$ cat config.mk
export PLATFORM = sky130hd
export DESIGN_NAME = wash_cycle_sequencer_unit
export DESIGN_NICKNAME = d
export VERILOG_FILES = /design/src/sv/wcs_pkg.sv /design/src/sv/wash_cycle_sequencer_unit.sv /design/src/sv/wcs_core.sv /design/src/sv/wcs_out_reg.sv
export SDC_FILE = /design/constraint.sdc
export NUM_CORES = 1
export LEC_CHECK = 0
export ABC_CLOCK_PERIOD_IN_PS = 8300
export BUFFER_PORTS_ARGS = -buffer_cell sky130_fd_sc_hd__buf_2
export CORE_UTILIZATION = 40
export DETAILED_ROUTE_END_ITERATION = 8
export PLACE_DENSITY = 0.67
export SLEW_MARGIN = 10
export SYNTH_ARGS = -nofsm -noshare
export SYNTH_HDL_FRONTEND = slang
export SYNTH_SLANG_ARGS = --single-unit
$ cat constraint.sdc
create_clock -name aclk -period 8.3 [get_ports aclk]
set_clock_uncertainty 0.05 [all_clocks]
set_input_delay 0 -clock aclk [delete_from_list [all_inputs] [get_ports aclk]]
set_output_delay 0 -clock aclk [all_outputs]
set_load 0.01 [all_outputs]
$ cat src/sv/wcs_pkg.sv
// ============================================================================
// wcs_pkg
// Types, codes, masks and lookup tables of the wash cycle sequencer.
// ============================================================================
package wcs_pkg;

    localparam logic       REQ_TICK   = 1'b0;
    localparam logic       REQ_BUTTON = 1'b1;
    localparam logic [1:0] BTN_RUN    = 2'd0;

    localparam logic [1:0] CFG_BLANK_TICK   = 2'd0;
    localparam logic [1:0] CFG_REFRESH_TICK = 2'd1;
    localparam logic [1:0] CFG_SECOND_MATCH = 2'd2;

    localparam logic [7:0] BLANK_TICK_RST   = 8'd9;
    localparam logic [7:0] REFRESH_TICK_RST = 8'd10;
    localparam logic [7:0] SECOND_MATCH_RST = 8'd255;

    localparam logic [2:0] STAGE_IDLE  = 3'd0;
    localparam logic [2:0] STAGE_FIRST = 3'd1;
    localparam logic [2:0] STAGE_LAST  = 3'd4;
    localparam logic [2:0] STAGE_DONE  = 3'd5;

    localparam logic [7:0] IND_STAGE_KEEP = 8'h87;
    localparam logic [7:0] IND_LEVEL_CLR  = 8'hF8;
    localparam logic [7:0] IND_RUN_CLR    = 8'h7F;
    localparam logic [7:0] IND_WAIT_KEEP  = 8'h07;

    localparam logic [3:0] BCD_MAX = 4'd9;

    typedef struct packed {
        logic [6:0] seg_pattern;
        logic       seg_write;
        logic [1:0] digit_off_n;
        logic [7:0] led_byte;
        logic       led_send;
        logic       washing;
        logic [2:0] stage_now;
        logic [3:0] tens_digit;
        logic [3:0] ones_digit;
    } wcs_result_t;

    // Segment pattern, bit6 = a .. bit0 = g.
    function automatic logic [6:0] seg_code(input logic [3:0] digit);
        logic [6:0] pat;
        case (digit)
            4'd0:    pat = 7'h7E;
            4'd1:    pat = 7'h30;
            4'd2:    pat = 7'h6D;
            4'd3:    pat = 7'h79;
            4'd4:    pat = 7'h33;
            4'd5:    pat = 7'h5B;
            4'd6:    pat = 7'h5F;
            4'd7:    pat = 7'h70;
            4'd8:    pat = 7'h7F;
            4'd9:    pat = 7'h73;
            default: pat = 7'h00;
        endcase
        return pat;
    endfunction

    // Stage duration in BCD {tens, ones}, per load level and stage.
    function automatic logic [7:0] stage_bcd(input logic [1:0] level, input logic [2:0] stage);
        logic [7:0] bcd;
        case ({level, stage})
            {2'd1, 3'd1}: bcd = 8'h01;
            {2'd1, 3'd2}: bcd = 8'h03;
            {2'd1, 3'd3}: bcd = 8'h02;
            {2'd1, 3'd4}: bcd = 8'h03;
            {2'd2, 3'd1}: bcd = 8'h02;
            {2'd2, 3'd2}: bcd = 8'h07;
            {2'd2, 3'd3}: bcd = 8'h04;
            {2'd2, 3'd4}: bcd = 8'h06;
            {2'd3, 3'd1}: bcd = 8'h03;
            {2'd3, 3'd2}: bcd = 8'h10;
            {2'd3, 3'd3}: bcd = 8'h05;
            {2'd3, 3'd4}: bcd = 8'h09;
            default:      bcd = 8'h00;
        endcase
        return bcd;
    endfunction

    // Indicator bits 0-2 for a level button.
    function automatic logic [2:0] level_onehot(input logic [1:0] level);
        logic [2:0] oh;
        case (level)
            2'd1:    oh = 3'b001;
            2'd2:    oh = 3'b010;
            2'd3:    oh = 3'b100;
            default: oh = 3'b000;
        endcase
        return oh;
    endfunction

    // Indicator bits 3-6 for a running stage.
    function automatic logic [3:0] stage_onehot(input logic [2:0] stage);
        logic [3:0] oh;
        case (stage)
            3'd1:    oh = 4'b0001;
            3'd2:    oh = 4'b0010;
            3'd3:    oh = 4'b0100;
            3'd4:    oh = 4'b1000;
            default: oh = 4'b0000;
        endcase
        return oh;
    endfunction

endpackage

$ cat src/sv/wash_cycle_sequencer_unit.sv
// ============================================================================
// wash_cycle_sequencer_unit
// Four-stage wash sequencer with BCD countdown and multiplexed display drive.
// ============================================================================
// Usage:
//   Input channel (s_valid/s_ready) carries one event per transaction: a timer
//   tick (s_req_type = 0) or a button (s_req_type = 1, s_button_code 0 toggles
//   run, 1..3 picks the load level while waiting).
//   Result channel (m_valid/m_ready) returns exactly one result per event:
//   segment and digit-enable latches, indicator byte and send strobe, and the
//   stage and remaining seconds after the event.
//   Configuration: cfg_we writes cfg_wdata into register cfg_index
//   (0 blank_tick, 1 refresh_tick, 2 second_match); other indexes are dropped.
//   The result of an event accepted at one edge is on the m_ ports after that
//   edge. Throughput is one event per cycle while the receiver takes results;
//   the state update is a single combinational pass into the result register.
//   When the receiver stalls, the result register holds and s_ready stays
//   high only in the cycle that m_ready drains it.
//   Synchronous reset (aresetn low) clears all sequencer state and the result
//   valid flag, and restores the registers to 9, 10 and 255.
// ============================================================================
module wash_cycle_sequencer_unit (
    input  logic       aclk,
    input  logic       aresetn,
    input  logic       cfg_we,
    input  logic [1:0] cfg_index,
    input  logic [7:0] cfg_wdata,
    input  logic       s_valid,
    output logic       s_ready,
    input  logic       s_req_type,
    input  logic [1:0] s_button_code,
    output logic       m_valid,
    input  logic       m_ready,
    output logic [6:0] m_seg_pattern,
    output logic       m_seg_write,
    output logic [1:0] m_digit_off_n,
    output logic [7:0] m_led_byte,
    output logic       m_led_send,
    output logic       m_washing,
    output logic [2:0] m_stage_now,
    output logic [3:0] m_tens_digit,
    output logic [3:0] m_ones_digit
);

    wcs_pkg::wcs_result_t core_result;
    wcs_pkg::wcs_result_t out_data;
    logic                 accept;

    assign accept = s_valid && s_ready;

    wcs_core u_core (
        .aclk        (aclk),
        .aresetn     (aresetn),
        .cfg_we      (cfg_we),
        .cfg_index   (cfg_index),
        .cfg_wdata   (cfg_wdata),
        .accept      (accept),
        .req_type    (s_req_type),
        .button_code (s_button_code),
        .result      (core_result)
    );

    wcs_out_reg u_out_reg (
        .aclk      (aclk),
        .aresetn   (aresetn),
        .load      (accept),
        .load_data (core_result),
        .m_ready   (m_ready),
        .m_valid   (m_valid),
        .can_load  (s_ready),
        .m_data    (out_data)
    );

    assign m_seg_pattern = out_data.seg_pattern;
    assign m_seg_write   = out_data.seg_write;
    assign m_digit_off_n = out_data.digit_off_n;
    assign m_led_byte    = out_data.led_byte;
    assign m_led_send    = out_data.led_send;
    assign m_washing     = out_data.washing;
    assign m_stage_now   = out_data.stage_now;
    assign m_tens_digit  = out_data.tens_digit;
    assign m_ones_digit  = out_data.ones_digit;

endmodule

$ cat src/sv/wcs_core.sv
// ============================================================================
// wcs_core
// Sequencer state, timing registers and the single-pass update per transaction.
// ============================================================================
module wcs_core (
    input  logic                 aclk,
    input  logic                 aresetn,
    input  logic                 cfg_we,
    input  logic [1:0]           cfg_index,
    input  logic [7:0]           cfg_wdata,
    input  logic                 accept,
    input  logic                 req_type,
    input  logic [1:0]           button_code,
    output wcs_pkg::wcs_result_t result
);

    logic [7:0] blank_tick_reg, refresh_tick_reg, second_match_reg;
    logic [7:0] tick_count_reg, tick_count_next;
    logic [7:0] refresh_count_reg, refresh_count_next;
    logic       run_on_reg, run_on_next;
    logic       time_up_reg, time_up_next;
    logic       digit_phase_reg, digit_phase_next;
    logic [3:0] tens_reg, tens_next;
    logic [3:0] ones_reg, ones_next;
    logic [1:0] load_level_reg, load_level_next;
    logic [2:0] stage_reg, stage_next;
    logic       active_reg, active_next;
    logic [7:0] indicator_reg, indicator_next;
    logic [6:0] seg_latch_reg, seg_latch_next;
    logic [1:0] digit_latch_reg, digit_latch_next;

    logic [7:0] tc_inc;
    logic [7:0] rc_inc;
    logic       wrote;
    logic       sent;

    always_ff @(posedge aclk) begin
        if (!aresetn) begin
            blank_tick_reg   <= wcs_pkg::BLANK_TICK_RST;
            refresh_tick_reg <= wcs_pkg::REFRESH_TICK_RST;
            second_match_reg <= wcs_pkg::SECOND_MATCH_RST;
        end else if (cfg_we) begin
            unique case (cfg_index)
                wcs_pkg::CFG_BLANK_TICK:   blank_tick_reg   <= cfg_wdata;
                wcs_pkg::CFG_REFRESH_TICK: refresh_tick_reg <= cfg_wdata;
                wcs_pkg::CFG_SECOND_MATCH: second_match_reg <= cfg_wdata;
                default: ;
            endcase
        end
    end

    always_comb begin
        tick_count_next    = tick_count_reg;
        refresh_count_next = refresh_count_reg;
        run_on_next        = run_on_reg;
        time_up_next       = time_up_reg;
        digit_phase_next   = digit_phase_reg;
        tens_next          = tens_reg;
        ones_next          = ones_reg;
        load_level_next    = load_level_reg;
        stage_next         = stage_reg;
        active_next        = active_reg;
        indicator_next     = indicator_reg;
        seg_latch_next     = seg_latch_reg;
        digit_latch_next   = digit_latch_reg;
        wrote              = 1'b0;
        sent               = 1'b0;
        tc_inc             = tick_count_reg + 8'd1;
        rc_inc             = refresh_count_reg + 8'd1;

        // Event handling
        if (req_type == wcs_pkg::REQ_TICK) begin
            tick_count_next = tc_inc;
            if (tc_inc == blank_tick_reg) begin
                seg_latch_next   = 7'd0;
                digit_latch_next = 2'b11;
                wrote            = 1'b1;
            end else if (tc_inc == refresh_tick_reg) begin
                refresh_count_next = rc_inc;
                // one second passed: count down while running
                if (rc_inc == second_match_reg && run_on_reg) begin
                    if (ones_reg == 4'd0) begin
                        if (tens_reg == 4'd0) begin
                            time_up_next = 1'b1;
                        end else begin
                            tens_next = tens_reg - 4'd1;
                            ones_next = wcs_pkg::BCD_MAX;
                        end
                    end else begin
                        ones_next = ones_reg - 4'd1;
                    end
                end
                if (!digit_phase_reg) begin
                    digit_latch_next = digit_latch_reg & 2'b10;
                    if (tens_next <= wcs_pkg::BCD_MAX) begin
                        seg_latch_next = wcs_pkg::seg_code(tens_next);
                    end
                end else begin
                    digit_latch_next = digit_latch_reg & 2'b01;
                    if (ones_next <= wcs_pkg::BCD_MAX) begin
                        seg_latch_next = wcs_pkg::seg_code(ones_next);
                    end
                end
                wrote            = 1'b1;
                sent             = 1'b1;
                tick_count_next  = 8'd1;
                digit_phase_next = !digit_phase_reg;
            end
        end else if (button_code != wcs_pkg::BTN_RUN) begin
            if (!active_reg) begin
                load_level_next = button_code;
                indicator_next  = (indicator_reg & wcs_pkg::IND_LEVEL_CLR)
                                | {5'd0, wcs_pkg::level_onehot(button_code)};
            end
        end else begin
            run_on_next    = !run_on_reg;
            indicator_next = (indicator_reg & wcs_pkg::IND_RUN_CLR) | {!run_on_reg, 7'd0};
        end

        // Settle: start the cycle, advance the stage, drop back to wait at the end
        if (!active_reg && run_on_next && load_level_next != 2'd0) begin
            active_next = 1'b1;
        end
        if (active_next) begin
            if (stage_next == wcs_pkg::STAGE_DONE) begin
                run_on_next    = 1'b0;
                stage_next     = wcs_pkg::STAGE_IDLE;
                tens_next      = 4'd0;
                ones_next      = 4'd0;
                indicator_next = indicator_next & wcs_pkg::IND_WAIT_KEEP;
                active_next    = 1'b0;
            end else if (time_up_next) begin
                stage_next         = stage_reg + 3'd1;
                refresh_count_next = 8'd0;
                if (load_level_next != 2'd0) begin
                    if (stage_next >= wcs_pkg::STAGE_FIRST && stage_next <= wcs_pkg::STAGE_LAST)
                    begin
                        {tens_next, ones_next} = wcs_pkg::stage_bcd(load_level_next, stage_next);
                        indicator_next = (indicator_next & wcs_pkg::IND_STAGE_KEEP)
                                       | {1'b0, wcs_pkg::stage_onehot(stage_next), 3'd0};
                    end else begin
                        indicator_next = indicator_next & wcs_pkg::IND_STAGE_KEEP;
                    end
                end
                time_up_next = 1'b0;
                if (stage_next == wcs_pkg::STAGE_DONE) begin
                    run_on_next    = 1'b0;
                    stage_next     = wcs_pkg::STAGE_IDLE;
                    tens_next      = 4'd0;
                    ones_next      = 4'd0;
                    indicator_next = indicator_next & wcs_pkg::IND_WAIT_KEEP;
                    active_next    = 1'b0;
                end
            end
        end
    end

    always_comb begin
        result.seg_pattern = seg_latch_next;
        result.seg_write   = wrote;
        result.digit_off_n = digit_latch_next;
        result.led_byte    = sent ? indicator_reg : indicator_next;
        result.led_send    = sent;
        result.washing     = active_next;
        result.stage_now   = stage_next;
        result.tens_digit  = tens_next;
        result.ones_digit  = ones_next;
    end

    always_ff @(posedge aclk) begin
        if (!aresetn) begin
            tick_count_reg    <= 8'd0;
            refresh_count_reg <= 8'd0;
            run_on_reg        <= 1'b0;
            time_up_reg       <= 1'b0;
            digit_phase_reg   <= 1'b0;
            tens_reg          <= 4'd0;
            ones_reg          <= 4'd0;
            load_level_reg    <= 2'd0;
            stage_reg         <= wcs_pkg::STAGE_IDLE;
            active_reg        <= 1'b0;
            indicator_reg     <= 8'd0;
            seg_latch_reg     <= 7'd0;
            digit_latch_reg   <= 2'd0;
        end else if (accept) begin
            tick_count_reg    <= tick_count_next;
            refresh_count_reg <= refresh_count_next;
            run_on_reg        <= run_on_next;
            time_up_reg       <= time_up_next;
            digit_phase_reg   <= digit_phase_next;
            tens_reg          <= tens_next;
            ones_reg          <= ones_next;
            load_level_reg    <= load_level_next;
            stage_reg         <= stage_next;
            active_reg        <= active_next;
            indicator_reg     <= indicator_next;
            seg_latch_reg     <= seg_latch_next;
            digit_latch_reg   <= digit_latch_next;
        end
    end

endmodule

$ cat src/sv/wcs_out_reg.sv
// ============================================================================
// wcs_out_reg
// Result register with valid flag; loads a new result while the old one drains.
// ============================================================================
module wcs_out_reg (
    input  logic                 aclk,
    input  logic                 aresetn,
    input  logic                 load,
    input  wcs_pkg::wcs_result_t load_data,
    input  logic                 m_ready,
    output logic                 m_valid,
    output logic                 can_load,
    output wcs_pkg::wcs_result_t m_data
);

    logic                 valid_reg, valid_next;
    wcs_pkg::wcs_result_t data_reg;

    assign can_load = !valid_reg || m_ready;

    always_comb begin
        valid_next = valid_reg;
        if (load) begin
            valid_next = 1'b1;
        end else if (m_ready) begin
            valid_next = 1'b0;
        end
    end

    always_ff @(posedge aclk) begin
        if (!aresetn) begin
            valid_reg <= 1'b0;
        end else begin
            valid_reg <= valid_next;
        end
    end

    // hold the payload until a new transaction replaces it
    always_ff @(posedge aclk) begin
        if (load) begin
            data_reg <= load_data;
        end
    end

    assign m_valid = valid_reg;
    assign m_data  = data_reg;

endmodule

# Word-level counts from Yosys, hierarchy flattened
# Memory sizes are Yosys's and may differ from the RTL's.
# Index checks and enable logic that the tools add are counted.
totals:
  register_bits: 106
  latchBits: 0
  mem_bits_rw: 0
  romBits: 384
  input_bits: 18
  output_inout_bits: 33
  elab_cells: 178
  memories: 3
classes:
  add_sub_neg: 5
  multipliers: 0
  n_div: 0
  order_cmp: 4
  eq_ne: 14
  shifts: 0
  muxes: 100
  bitwise: 5
  reduce_logical: 21
memory_table:
  columns: ["name", "depth", "width", "rd", "rd_ports_with_merged_regs", "write_ports", "line_no", "source"]
  rows:
  - ["(no name shown)", 32, 5, 1, 0, 0, "wcs_pkg.sv:65", "case ({level, stage})"]
  - ["(no name shown)", 16, 7, 1, 0, 0, "wcs_pkg.sv:46", "case (digit)"]
  - ["(no name shown)", 16, 7, 1, 0, 0, "wcs_pkg.sv:46", null]
ops:
  columns: ["operator", "n"]
  rows:
  - ["8-bit 2-to-1 mux", 18]
  - ["4-bit 2-to-1 mux", 35]
  - ["7-bit 2-to-1 mux", 6]
  - ["1-bit 2-to-1 mux", 25]
  - ["8-bit == test", 3]
  - ["3-bit 2-to-1 mux", 7]
  - ["8-bit by 1-bit adder with 8-bit output (second input constant)", 2]
  - ["4-bit one-hot mux with 4 select lines", 1]
  - ["2-bit 2-to-1 mux", 7]
  - ["3-bit == test (second input constant)", 3]
  - ["3-bit one-hot mux with 3 select lines", 1]
  - ["4-bit <= comparator (second input constant)", 2]
  - ["4-bit logical NOT", 2]
  - ["7-bit by 8-bit OR with 8-bit output", 1]
  - ["8-bit by 3-bit OR with 8-bit output", 1]
  - ["8-bit by 7-bit OR with 8-bit output", 1]
  - ["2-bit AND reduction", 4]
  - ["4-bit by 1-bit subtractor with 4-bit output (second input constant)", 2]
  - ["2-bit == test (second input constant)", 3]
  - ["3-bit by 2-bit == test with 1-bit output (second input constant)", 2]
  - ["2-bit nonzero test", 3]
  - ["1-bit logical AND", 5]
  - ["2-bit by 1-bit == test with 1-bit output (second input constant)", 2]
  - ["1-bit logical NOT", 4]
  - ["other kinds (8)", 9]

# Longest topological paths before layout
logic_depth:
  depth_word: 18
  ltp_mapped: 16
  mapped_depth_nobuf: 16

# Hierarchy
# Synthesis repeated with hierarchy kept, for this count alone.
unflattened:
  cells_unflattened: 752
  hier_area_um2: 6655.1
modules_own_cells:
  columns: ["mod", "instances", "cells_each", "area_each_um2", "seq_area_each_um2"]
  rows:
  - ["wcs_core", 1, 716, 5669.2, 1481.4]
  - ["wcs_out_reg", 1, 35, 979.7, 950.9]
  - ["wash_cycle_sequencer_unit", 1, 1, 6.3, 0.0]

# Worst setup path after synthesis
# OpenSTA, ideal clock, no wires.
synth_timing:
  kind: "register to register"
  start: "register u_core.ones_reg[0]"
  end: "register u_out_reg.data_reg, in the netlist u_out_reg.m_data[30] (data pin)"
  setup_ns: 0.256
  arrival_ns: 3.330
  required_time_ns: 7.994
  path_slack_ns: 4.663
  path_stages_with_launch: 13
  path_buffers: 0
  period_less_slack_ns: 3.637
  path_cell_list: "dfxtp_1 inv_1 ha_1 nor3b_1 nand2_1 nor4_4 mux2_4 ha_1 a311o_1 and4_4 a311oi_1 a31oi_1 a22o_1"
synth_lines:
  columns: ["element", "line_no", "source"]
  rows:
  - ["from (decl)", "wcs_core.sv:24", "logic [3:0] ones_reg, ones_next;"]
  - ["from (signal assigned)", "wcs_core.sv:192", "ones_reg <= ones_next;"]
  - ["to (signal assigned)", "wcs_out_reg.sv:41", "data_reg <= load_data;"]
  - ["to (decl)", "wcs_out_reg.sv:17", "wcs_pkg::wcs_result_t data_reg;"]

==> impl_metrics.csv <==
group,metric,value,unit
pwr,cellLeakagePower,2.724,nW
pwr,power_density,162.6,mW/mm^2
detailed_routing,drtIter0Drc,476,
timing,max_freq,0.2347,GHz
critical_path,crit_end,"u_out_reg.m_data[30]$_DFFE_PP_",
floorplanning,pin_count,51,
grt,antenna_found_initial,0,
synthesis,synth_edf_count,31,
synthesis,syn_inst,720,
timing,max_slew_margin,0.4128,
floorplanning,coreArea,0.01526,sq mm
detailed_routing,wire_per_inst,15.28,microns
detailed_routing,first_pass_iters,5,
detailed_routing,vias,5359,
timing,drv_slew,0,
finish,nNetsFinal,802,
placement,gp_congestion,0.8988,
detailed_routing,drt-vias-per-instance,5.441,
critical_path,crit_start,"u_core.ones_reg[0]$_SDFFE_PN0P_",
synthesis,ys_seq_area_frac,0.3873,
finish,fin_area,0.007154,sq mm
pwr,ir_worst_vdd,0.1686,mV
critical_path,cp.required,8.36,ns
grt,grt_pass1_vias,5129,
finish,syn2layout_area_growth,13.90,%
timing,period_minus_slack,4.260,ns
cts,root_buffer,"clkbuf_16",
timing,timing.final.crit_share,0.5133,
detailed_routing,ant_nets,0,
cts,cts_tree,"yes",
synthesis,ys_ff_latch,106,
cts,htree_num_levels,3,
cts,path_clk_slew,0.08,ns
timing,setup_tns,0,ns
detailed_routing,drcViolationCount,0,
critical_path,cp-start-kind,"flop",
finish,final_cell_mix,"nand2_1, nor2_1, dfxtp_1, buf_2, a21oi_1",
grt,grt_max_degree,48,
finish,regArea,0.002432,sq mm
timing,tightestPinTransition,0.8789,ns
synthesis,synth_nets,753,
floorplanning,start_util,0.4116,
placement,postPlaceCellArea,0.006711,sq mm
finish,n_antenna_cell,0,
timing,rsz0062_at_grt,"no",
finish,layout-drive-gt1-share,0.1460,
floorplanning,num_rows,45,
placement,place_ws,4.090,ns
grt,grt_first_pass_wirelength,25410,microns
critical_path,r2r_cells,12,
run_status,status,"finished, final reports clean",
finish,multi_input_area,0.003626,sq mm
grt,grt.overflow.total,0,
grt,globalRouteTotalUtil,0.1969,
timing,finalWorstSetupSlack,4.040,ns
worst_hold_path,hold_path_class,"primary input to flop",
synthesis,avgSynthCellArea,8.724,sq um
synthesis,syn_area,0.006281,sq mm
critical_path,r2r-start,"u_core.ones_reg[0]$_SDFFE_PN0P_",
finish,n_fill_cell,1484,
synthesis,synth-async-reset-ratio,0,
placement,place.port_buffers,50,
cts,insertion_delay,0.37,ns
synthesis,yosysWarningCount,0,
critical_path,crit_path_end_kind,"flop",
placement,dpl.hpwl,10760,microns
cts,cts_buffers,9,
floorplanning,dieArea,0.01621,sq mm
finish,layout_commonest_cell,"nand2_1",
cts,cts_setup_buffers,0,
cts,clockBufferDepth,2,
critical_path,timing.reg2reg.setup_slack,4.04,ns
synthesis,ys.flop_type,"dfxtp_1",
synthesis,synth_cell_type_count,89,
floorplanning,die_h,127.3,microns
critical_path,worstSetupPathType,"flop to flop",
critical_path,regToRegEndpoint,"u_out_reg.m_data[30]$_DFFE_PP_",
timing,finalSetupViolCount,0,
finish,largest_reg_flops,31,
critical_path,arrival,4.32,ns
timing,hold_viol,0,
cts,cts_sinks,106,
floorplanning,die_w,127.3,microns
run,drv_cap,0,
detailed_routing,routed_wl,15060,microns
critical_path,path_max_fanout,7,
## layout make-up
type | instances | area share
clock buffer | 11 | 0.03847
clock inverter | 5 | 0.005247
inverter | 29 | 0.01522
multi-input combinational | 556 | 0.5068
sequential | 106 | 0.3400
tap | 211 | 0.03690
timing repair buffer | 67 | 0.05736
## metal layers
layer  global-route usage  share of wire  up-vias
met4              0.06022          0.017        0
met2               0.3150           0.45      132
met3              0.04899          0.048       19
li1                     -              -     2693
met5                    0              0        -
met1               0.2614           0.48     2515
## worst max-delay path, stage by stage (launching register included)
cell	delay, ns
dfxtp_1	0.34
inv_1	0.18
ha_1	0.21
nor3b_1	0.73
nand2_1	0.30
nor4_4	0.38
mux2_4	0.37
ha_1	0.23
a311o_1	0.33
and4_4	0.23
a311oi_1	0.32
a31oi_1	0.10
a22o_1	0.24
## stage by stage
| step | util | std cells | hold WS, ns | power, W |
|---|---|---|---|---|
| finish | 0.4689 | 985 | 0.002579 | 0.001163 |
| global route | 0.4689 | 985 | 0.02908 | 0.001212 |
| CTS | 0.4689 | 985 | 0.0003843 | 0.001172 |
| detailed placement | 0.4399 | 956 | 0.2087 | 0.0007250 |
| global placement | 0.4399 | 956 | 0.2032 | 0.0007243 |
| floorplan | - | 720 | 0.07397 | 0.0006814 |
## Yosys cell counts (all sizes together), types with 3 or more instances
cell type | number | area (sq um)
nand2 | 107 | 401.6
nor2 | 79 | 299.0
dfxtp | 75 | 1501
a21oi | 51 | 281.5
o21ai | 38 | 197.7
edfxtp | 31 | 930.9
inv | 28 | 105.1
xnor2 | 28 | 245.2
mux2i | 25 | 266.5
clkbuf | 21 | 78.83
nand3 | 21 | 105.1
ha | 15 | 187.7
nor3 | 15 | 96.35
xor2 | 15 | 131.4
a31oi | 10 | 68.81
nand4 | 9 | 62.56
a211oi | 8 | 72.57
a22o | 8 | 70.07
buf | 8 | 35.03
a32o | 7 | 70.07
nand2b | 7 | 43.79
nor4 | 7 | 98.85
o22ai | 7 | 43.79
a22oi | 6 | 58.81
and3 | 6 | 42.54
nand3b | 6 | 45.04
a21o | 5 | 37.54
and2 | 5 | 31.28
mux2 | 5 | 60.05
and4 | 4 | 40.04
nor3b | 4 | 35.03
o2111ai | 4 | 35.03
o21a | 4 | 30.03
o21ba | 4 | 40.04
or3 | 4 | 26.28
a311oi | 3 | 26.28
a31o | 3 | 26.28
nor2b | 3 | 18.77
## logic make-up after synthesis
group	count (synthesis)	synth area share
adder cells (fa/ha/maj)	15	0.02988
buffers and inverters	58	0.03546
multiplexers	30	0.05199
AND/OR/NAND/NOR	286	0.2257
XOR/XNOR	45	0.06733
flip-flops	106	0.3873
AO/OA/AOI/OAI	180	0.2024
## worst min-delay path by stage
stage | start | endpoint | slack (ns) | cells past startpoint
3_5_place_dp | cfg_wdata[1] | u_core.refresh_tick_reg[1]$_SDFFE_PN1P_ | 0.21 | 3
4_1_cts | cfg_index[0] | u_core.second_match_reg[1]$_SDFFE_PN1P_ | 0.0004 | 4
3_3_place_gp | s_valid | u_out_reg.m_valid$_SDFFE_PN0P_ | 0.20 | 3
5_1_grt | cfg_index[0] | u_core.second_match_reg[7]$_SDFFE_PN1P_ | 0.03 | 4
2_1_floorplan | cfg_wdata[0] | u_core.second_match_reg[0]$_SDFFE_PN1P_ | 0.07 | 2
6_report | cfg_index[0] | u_core.second_match_reg[7]$_SDFFE_PN1P_ | 0.003 | 4
## report_power, final
group          switching, W  internal (W)
registers         0.0000124      0.000552
logic             0.0000975     0.0000581
clock network      0.000201      0.000242
total              0.000311      0.000852
## timing repair
| action | 4_1_cts | 5_1_grt |
|---|---|---|
| hold buffers | 13 | 0 |
| endpoints found under the hold margin | 26 | 0 |
| resized for setup | 0 | 0 |
Note: power is estimated with default switching activity, not from simulation.
